### src/rtl/core/iee_pkg.sv
// Shared types and constants of the infix expression evaluator.
// Operator codes, parse and sequencer states, ASCII codes, helpers.
// No dependencies.
`timescale 1ns / 1ps

package iee_pkg;

  typedef enum logic [2:0] {
    OPC_ADD  = 3'd1,
    OPC_SUB  = 3'd2,
    OPC_MUL  = 3'd3,
    OPC_DIV  = 3'd4,
    OPC_MOD  = 3'd5,
    OPC_LPAR = 3'd6
  } opc_t;

  typedef enum logic [2:0] {
    PS_START = 3'd0,
    PS_INT   = 3'd1,
    PS_FRAC  = 3'd2,
    PS_OPER  = 3'd3,
    PS_RPAR  = 3'd4,
    PS_LPAR  = 3'd5
  } parse_t;

  typedef enum logic [3:0] {
    ST_IDLE,
    ST_PUSHOP,
    ST_RED,
    ST_RED_EX,
    ST_RED_MUL,
    ST_RED_DIV,
    ST_RED_WB,
    ST_OPRD,
    ST_CLOSE,
    ST_FLUSH,
    ST_EMIT
  } fsm_t;

  typedef struct packed {
    logic busy;
    logic done;
  } div_stat_t;

  localparam logic [1:0] CFG_PREC_ADD_SUB = 2'd0;
  localparam logic [1:0] CFG_PREC_MUL_DIV = 2'd1;
  localparam logic [1:0] CFG_PREC_MOD     = 2'd2;

  localparam logic [7:0] CH_NL    = 8'h0A;
  localparam logic [7:0] CH_MINUS = 8'h2D;
  localparam logic [7:0] CH_PLUS  = 8'h2B;
  localparam logic [7:0] CH_STAR  = 8'h2A;
  localparam logic [7:0] CH_SLASH = 8'h2F;
  localparam logic [7:0] CH_PCT   = 8'h25;
  localparam logic [7:0] CH_LPAR  = 8'h28;
  localparam logic [7:0] CH_RPAR  = 8'h29;
  localparam logic [7:0] CH_DOT   = 8'h2E;
  localparam logic [7:0] CH_0     = 8'h30;
  localparam logic [7:0] CH_9     = 8'h39;

  localparam logic [3:0] MAX_FRAC_DIGITS = 4'd15;
  // beyond this many fraction digits a digit adds nothing (9 << 24 < 10^9)
  localparam logic [3:0] LAST_DIV_DIGIT  = 4'd8;

  function automatic logic [31:0] pow10(input logic [3:0] k);
    logic [31:0] r;
    case (k)
      4'd0:    r = 32'd1;
      4'd1:    r = 32'd10;
      4'd2:    r = 32'd100;
      4'd3:    r = 32'd1000;
      4'd4:    r = 32'd10000;
      4'd5:    r = 32'd100000;
      4'd6:    r = 32'd1000000;
      4'd7:    r = 32'd10000000;
      4'd8:    r = 32'd100000000;
      default: r = 32'd1;
    endcase
    return r;
  endfunction

  function automatic logic [31:0] sat32(input logic signed [65:0] v);
    logic [31:0] r;
    if (v > 66'sd2147483647) r = 32'h7FFF_FFFF;
    else if (v < -66'sd2147483648) r = 32'h8000_0000;
    else r = v[31:0];
    return r;
  endfunction

endpackage

### src/rtl/core/iee_div.sv
// Radix-2 restoring divider, 64-bit unsigned dividend by 32-bit divisor.
// One quotient bit per cycle. Uses iee_pkg.
`timescale 1ns / 1ps

module iee_div (
  input  logic              clk,
  input  logic              rst,
  input  logic              start,
  input  logic [63:0]       dividend,
  input  logic [31:0]       divisor,
  output logic [63:0]       quotient,
  output logic [31:0]       remainder,
  output iee_pkg::div_stat_t stat
);
  import iee_pkg::*;

  logic [63:0] quo;
  logic [31:0] rem;
  logic [31:0] dsr;
  logic [5:0]  cnt;
  logic        busy;
  logic        done;
  logic [32:0] trial;
  logic [32:0] diff;
  logic        ge;

  assign trial = {rem, quo[63]};
  assign diff  = trial - {1'b0, dsr};
  assign ge    = trial >= {1'b0, dsr};

  always_ff @(posedge clk) begin
    if (rst) begin
      busy <= 1'b0;
      done <= 1'b0;
      cnt  <= '0;
    end else begin
      done <= 1'b0;
      if (start) begin
        busy <= 1'b1;
        cnt  <= '0;
      end else if (busy) begin
        cnt <= cnt + 6'd1;
        if (cnt == 6'd63) begin
          busy <= 1'b0;
          done <= 1'b1;
        end
      end
    end
  end

  always_ff @(posedge clk) begin
    if (start) begin
      quo <= dividend;
      rem <= '0;
      dsr <= divisor;
    end else if (busy) begin
      rem <= ge ? diff[31:0] : trial[31:0];
      quo <= {quo[62:0], ge};
    end
  end

  assign quotient  = quo;
  assign remainder = rem;
  assign stat      = '{busy: busy, done: done};

endmodule

### config.mk
export PLATFORM = sky130hd
export DESIGN_NAME = iee_div
export DESIGN_NICKNAME = d
export VERILOG_FILES = /design/src/rtl/core/iee_pkg.sv /design/src/rtl/core/iee_div.sv
export SDC_FILE = /design/constraint.sdc
export NUM_CORES = 1
export LEC_CHECK = 0
export ABC_AREA = 1
export BUFFER_PORTS_ARGS = -buffer_cell sky130_fd_sc_hd__buf_2
export CORE_UTILIZATION = 35
export CTS_CLUSTER_SIZE = 24
export DETAILED_ROUTE_END_ITERATION = 16
export GPL_TIMING_DRIVEN = 0
export PLACE_DENSITY = 0.52
export RECOVER_POWER = 50
export SYNTH_ARGS = -nofsm -noshare
export SYNTH_HDL_FRONTEND = slang
export SYNTH_SLANG_ARGS = --single-unit
### constraint.sdc
create_clock -name clk -period 4.3 [get_ports clk]
set_input_delay 0.645 -clock clk [delete_from_list [all_inputs] [get_ports clk]]
set_output_delay 0.645 -clock clk [all_outputs]
set_load 0.02 [all_outputs]
==> results of run 1 <==
metal layers:
metal	vias to the layer above	share of wire [%]	global-route usage, %
met4	0	0.73	5.04
met3	13	6.6	5.91
met5	-	0	0
met2	184	48	35.2
met1	3351	45	25.8
li1	3951	-	-
placed cells by master, fill, tap and decap left out, types with 2 or more instances in the layout:
master     Yosys  routed
a21oi_1       27      27
a31oi_1        2       2
and2_1         3       3
buf_1          7       7
buf_2          5     103
buf_4          4       4
buf_6          3       3
bufinv_16      0       3
clkbuf_1      12     109
clkbuf_16      0      17
clkinv_4       0       3
dfxtp_1       40      40
edfxtp_1      96      96
ha_1          33      33
inv_1        182     182
inv_2          2       2
inv_6          0       3
inv_8          0       4
nand2_1      502     502
nand2_2        8       8
nand3_1       74      74
nand3_2        8       8
nand3b_1      14      14
nand4_1        8       8
nor2_1        41      41
nor2_2         5       5
nor2_4         2       2
nor3_1         5       5
o21a_1         2       2
o21ai_0       10      10
o21ai_1       10      10
o21bai_1       3       3
xnor2_1       13      13
where the power goes:
group	internal, W	total [W]	leakage, nW	switching [W]
combinational	0.000143	0.000457	3.59	0.000314
sequential	0.00151	0.00156	1.29	0.0000443
clock	0.000958	0.00160	0.316	0.000645
critical path, cell delays in order (launching register included):
cell and delay (ns):
edfxtp_1 0.32, inv_1 0.04, ha_1 0.33, nand2_1 0.15, inv_1 0.05, nand2_1 0.06, nand2_1 0.07, inv_2 0.06
nand3_2 0.17, nand2_1 0.15, nand2_2 0.09, nand2_2 0.19, buf_2 0.36, nand3_1 0.11, nand3_1 0.10, o21ai_1 0.07
layout make-up:
cell class / count / share of cell area [%]
Multi-Input combinational cell: 777 / 36.2
Timing Repair Buffer: 197 / 8.72
Clock inverter: 14 / 2.01
Inverter: 184 / 6.80
Sequential cell: 136 / 36.3
Clock buffer: 18 / 4.33
Buffer: 32 / 1.81
Tap cell: 313 / 3.86
flip-flops by register name (all words and copies together), names as in the netlist:
signal and cells:
busy 1, dsr 32, cnt 6, done 1, quotient 64, remainder 32
worst paths after layout:
check | startpoint | to | slack (ns) | cells after the start
min | rst | busy$_SDFF_PP0_ | 0.39 | 2
max reg2reg | dsr[8]$_DFFE_PP_ | remainder[7]$_SDFFE_PP0P_ | 1.82 | 15
min reg2reg | remainder[13]$_SDFFE_PP0P_ | remainder[13]$_SDFFE_PP0P_ | 0.48 | 2
max | dsr[8]$_DFFE_PP_ | remainder[7]$_SDFFE_PP0P_ | 1.82 | 15
cells by family after synthesis:
family                     Yosys count
and+or+nand+nor                    674
buffers and inverters              216
DFF                                136
AOI/OAI and AO/OA                   55
adders and majority gates           34
xor gates and xnor gates            14
stage by stage:
stage	cell area (µm²)	setup WS [ns]
finish	10200	1.82
global route	10200	1.62
CTS	10300	1.80
detailed placement	9630	1.35
global placement	9600	-1.13
floorplan	8230	1.10
==> flow_metrics.tcl, run 1 <==
set metrics [dict create \
    grt_pass1_vias 7428 \
    synth_area_leaders "edfxtp_1, nand2_1, dfxtp_1" \
    antenna_found_initial 0 \
    yosys_warnings 0 \
    firstDrtPassIters 5 \
    netlist.top_cell.by_area "edfxtp_1" \
    cts.clk_slew.worst_paths_ns 0.07 \
    cts_resized 0 \
    track_usage_pct 20.7 \
    num_vias 7499 \
    synthMuxAreaShare_pct 0 \
    grt_max_degree 54 \
    p_leak_nw 5.20 \
    drive_gt1_share_pct 12.7 \
    synthMostInstantiatedCell "nand2_1" \
    synthAdderAreaFrac_pct 5.26 \
    finalClockSkew_ns 0.0218 \
    slew_headroom_pct 41.6 \
    synth_flop_cell "edfxtp_1" \
    crit_arrival_ns 2.78 \
    syn_to_final_growth_pct 23.4 \
    ys_ff_latch 136 \
    finalSetupViolCount 0 \
    ys_seq_area_share_pct 44.8 \
    synthArstFlopShare_pct 0 \
    wl_um 24000 \
    synth_top_family_by_area "simple AND/OR/NAND/NOR gates" \
    hold_viol_final 0 \
    drtIter0Drc 397 \
    worst_slew_pin_slew_ns 0.875 \
    synth_xor_xnor_area_share_pct 1.49 \
    initial_core_util_pct 36.0 \
    ys_types 36 \
    dieArea_mm2 0.0241 \
    grt_pass1_wl_um 38500 \
    cts_setup_buffers 0 \
    netlist_area_mm2 0.00823 \
    numCtsBuffers 17 \
    min_period_ns 2.48 \
    synthSimpleGateAreaFrac_pct 34.3 \
    synth_cells 1129 \
    cts_root_buf "clkbuf_16" \
    power_w 0.00362 \
    syn_avg_cell_area_um2 7.29 \
    io_buffers 196 \
    die_w_um 155 \
    worstSetupPathType "reg2reg" \
    synth_edf_count 96 \
    synth_top_area_share_pct 35.0 \
    post-route-period-util_pct 57.6 \
    outcome "complete, no violations" \
    synth_nets 1262 \
    place_congestion 0.893 \
    fin_tns_setup_ns 0 \
    start_kind "flip-flop" \
    final_nets 1478 \
    rsz0062_at_grt "no" \
    worst_ep_required_time_ns 4.60 \
    synth-compound-area-share_pct 3.56 \
    crit_fanout 10 \
    stdcell_count 1671 \
    ir_drop_mv 0.190 \
    synth_common_cells "nand2_1, inv_1, edfxtp_1, nand3_1, nor2_1" \
    timing.fmax_ghz 0.404 \
    rows 55 \
    diodes 0 \
    final_util_pct 44.4 \
    drc 0 \
    ant_nets 0 \
    setup.worst_path.end_class "flip-flop" \
    ios 197 \
    maxCapViolations 0 \
    dp_hpwl_um 18700 \
    wl_per_cell_um 14.4 \
    cts_hold_buf 0 \
    fin_hold_ws_ns 0.387 \
    grt_overflow 0 \
    seq_area_mm2 0.00368 \
    hp-class "in2reg" \
    fillCellCount 2512 \
    placed_cells 1639 \
    slew_viol_final 0 \
    cts.sinks 136 \
    multiInputGateArea_mm2 0.00367 \
    core_mm2 0.0228 \
    via_per_inst 4.49 \
    clock_latency_ns 0.43 \
    cts.htree.levels 4 \
    dieHeight_um 155 \
    clockBufferDepth 2 \
    cts_tree "done" \
    power.density_mw_per_mm2 356 \
]
Power figures use the tool's default switching activity.
==> inputs of run 2 (changes only) <==
--- a/config.mk
+++ b/config.mk
@@ -5,13 +5,13 @@
 export SDC_FILE = /design/constraint.sdc
 export NUM_CORES = 1
 export LEC_CHECK = 0
-export ABC_AREA = 1
+export ABC_AREA = 0
 export BUFFER_PORTS_ARGS = -buffer_cell sky130_fd_sc_hd__buf_2
 export CORE_UTILIZATION = 35
 export CTS_CLUSTER_SIZE = 24
 export DETAILED_ROUTE_END_ITERATION = 16
 export GPL_TIMING_DRIVEN = 0
-export PLACE_DENSITY = 0.52
+export PLACE_DENSITY = 0.55
 export RECOVER_POWER = 50
 export SYNTH_ARGS = -nofsm -noshare
 export SYNTH_HDL_FRONTEND = slang
==> constraint.sdc (replaced) <==
create_clock -name clk -period 2 [get_ports clk]
set_input_delay 0.3 -clock clk [delete_from_list [all_inputs] [get_ports clk]]
set_output_delay 0.3 -clock clk [all_outputs]
set_load 0.02 [all_outputs]
==> flow_metrics.tcl, run 2 <==
set metrics [dict create \
    ant_nets 0 \
    ios 197 \
    initial_core_util_pct 35.9 \
    stdcell_count 1236 \
    dp_hpwl_um 16700 \
    syn_to_final_growth_pct 38.3 \
    slowest_stage "ha_1" \
    cts_root_buf "clkbuf_16" \
    final_nets 1080 \
    worstHoldStart "rst" \
    synth_cells 710 \
    post-route-period-util_pct 136 \
    rows 53 \
    hold_viol_final 0 \
    synth_edf_count 96 \
    cts_tree "done" \
    worstSetupPathType "reg2reg" \
    cts_hold_buf 0 \
    fin_hold_ws_ns 0.0268 \
    slew_viol_final 0 \
    drc 0 \
    rsz0062_at_grt "yes" \
    failed_checks "setup timing" \
    netlist_area_mm2 0.00762 \
    synth_common_cells "edfxtp_1, mux2_2, nor2_1, nand2_1, inv_1" \
    wl_per_cell_um 18.8 \
    ir_drop_mv 0.481 \
    hp-class "in2reg" \
    syn_avg_cell_area_um2 10.7 \
    firstDrtPassIters 4 \
    synth_area_leaders "edfxtp_1, dfxtp_1, mux2_2" \
    most-common-layout-cells "buf_2, edfxtp_1, clkbuf_1" \
    crit_chain "inv_1 -> ha_1 -> a21o_1 -> a31oi_4 -> and4_4 -> nor3_4 -> o21a_4 -> buf_6 -> buf_4 -> or3_4 -> a32o_1" \
    grt_max_degree 34 \
    ys_seq_area_share_pct 48.3 \
    track_usage_pct 21.4 \
    io_buffers 196 \
    clock_latency_ns 0.43 \
    setup.worst_path.end_class "flip-flop" \
    numCtsBuffers 17 \
    synth_nets 843 \
    yosys_warnings 0 \
    timing.fmax_ghz 0.368 \
    drive_gt1_share_pct 44.3 \
    cts.htree.levels 4 \
    slew_headroom_pct 38.0 \
    cts.clk_slew.worst_paths_ns 0.07 \
    ys_types 74 \
    finalSetupViolCount 141 \
    crit_fanout 6 \
    drtIter0Drc 317 \
    start_kind "flip-flop" \
    wl_um 23300 \
    worst_slack_ns -0.719 \
    outcome "complete, but fails checks" \
    worstSetupStartpoint "dsr[6]$_DFFE_PP_" \
    ys_ff_latch 136 \
    synth_top_area_share_pct 37.8 \
    cts.sinks 136 \
    final_common_cell "buf_2" \
    worst_ep_required_time_ns 2.32 \
    dieHeight_um 150 \
    placed_cells 1182 \
    power.density_mw_per_mm2 807 \
    reg2reg_from "dsr[6]$_DFFE_PP_" \
    worst_slew_pin_slew_ns 0.931 \
    grt_pass1_vias 6734 \
    synthArstFlopShare_pct 0 \
    via_per_inst 5.28 \
    largest_register_ffs 64 \
    synth_flop_cell "edfxtp_1" \
    dieArea_mm2 0.0224 \
    cpPeakStageDelay_ns 0.36 \
    die_w_um 150 \
    crit_arrival_ns 3.04 \
    place_congestion 0.853 \
    num_vias 6529 \
    finalClockSkew_ns 0.0164 \
    core_mm2 0.0212 \
    grt_pass1_wl_um 36100 \
    synthMostInstantiatedCell "edfxtp_1" \
    maxCapViolations 0 \
    clockBufferDepth 2 \
    p_leak_nw 4.16 \
    min_period_ns 2.72 \
    grt_overflow 0 \
    netlist.top_cell.by_area "edfxtp_1" \
    antenna_found_initial 3 \
]
==> run 2: changes by cell type after synthesis, sizes merged, moves of 14 or more <==
cell	previous run	this run
o21ai	20	36
nand3	82	21
a311oi	0	14
a21o	0	16
nand2	511	48
mux2	0	64
inv	184	45
==> run 2: where the power goes <==
group	leakage (nW)	switching, W	internal [W]	total [W]
sequential	1.30	0.000162	0.00329	0.00345
clock	0.270	0.00143	0.00164	0.00307
combinational	2.59	0.00113	0.000854	0.00199
==> run 2: what timing repair did <==
| action | 4_1_cts | 5_1_grt |
|---|---|---|
| setup endpoints to repair | 153 | 43 |
| buffers inserted | 26 | 2 |
| cloned | 2 | 1 |
| resized for setup | 84 | 29 |
| pin swaps | 37 | 30 |
==> run 2: cells by family (layout without fill, tap and decap cells) <==
group,count (synthesis),count (layout),synth area share (%)
other,0,1,0
flip-flops,136,136,48.3
buffers and inverters,93,343,5.48
AO/OA/AOI/OAI,165,165,15.5
XOR/XNOR,30,30,3.45
AND/OR/NAND/NOR,185,185,11.8
multiplexers,67,67,9.85
adder cells (fa/ha/maj),34,34,5.68
==> run 2: metal layers <==
layer	track usage (%)	vias up	routed length [µm]
met3	6.62	36	1760
met5	0	-	13
met1	24.9	3132	9610
met2	36.6	226	11500
li1	-	3133	-
met4	7.60	2	412
==> run 2: worst paths after layout <==
kind / depth (start not counted) / end / slack, ns
setup / recovery: 11 / remainder[21]$_SDFFE_PP0P_ / -0.72
hold / removal: 2 / busy$_SDFF_PP0_ / 0.03
hold reg to reg: 2 / cnt[5]$_SDFFE_PP0P_ / 0.49
setup reg to reg: 11 / remainder[21]$_SDFFE_PP0P_ / -0.72
==> run 2: cell type report <==
cell class | count | area, µm²
Antenna cell | 1 | 2.50
Buffer | 39 | 308
Clock buffer | 18 | 429
Clock inverter | 14 | 130
Fill cell | 2026 | 10700
Inverter | 45 | 173
Multi-Input combinational cell | 481 | 4170
Sequential cell | 136 | 3740
Tap cell | 275 | 344
Timing Repair Buffer | 226 | 1230
Timing Repair inverter | 1 | 7.51
==> run 2: critical path, delay by kind of cell, from the launching register on <==
kind	cells	cell delay, ns
buffers and inverters	3	0.31
AO/OA/AOI/OAI	4	0.97
adder cells (fa/ha/maj)	1	0.36
AND/OR/NAND/NOR	3	0.65
flip-flops	1	0.32
==> run 2: through the flow <==
stage	utilization, %	power [W]	TNS [ns]	cell area, µm²	setup WS [ns]
after floorplan	-	0.00474	-14.24	8110	-0.532
after global placement	44.5	0.00531	-150.36	9440	-1.21
after detailed placement	44.6	0.00533	-118.18	9460	-1.03
after CTS	49.7	0.00858	-20.46	10500	-0.724
after global routing	49.7	0.00888	-75.02	10500	-0.834
final	49.7	0.00851	-41.35	10500	-0.719
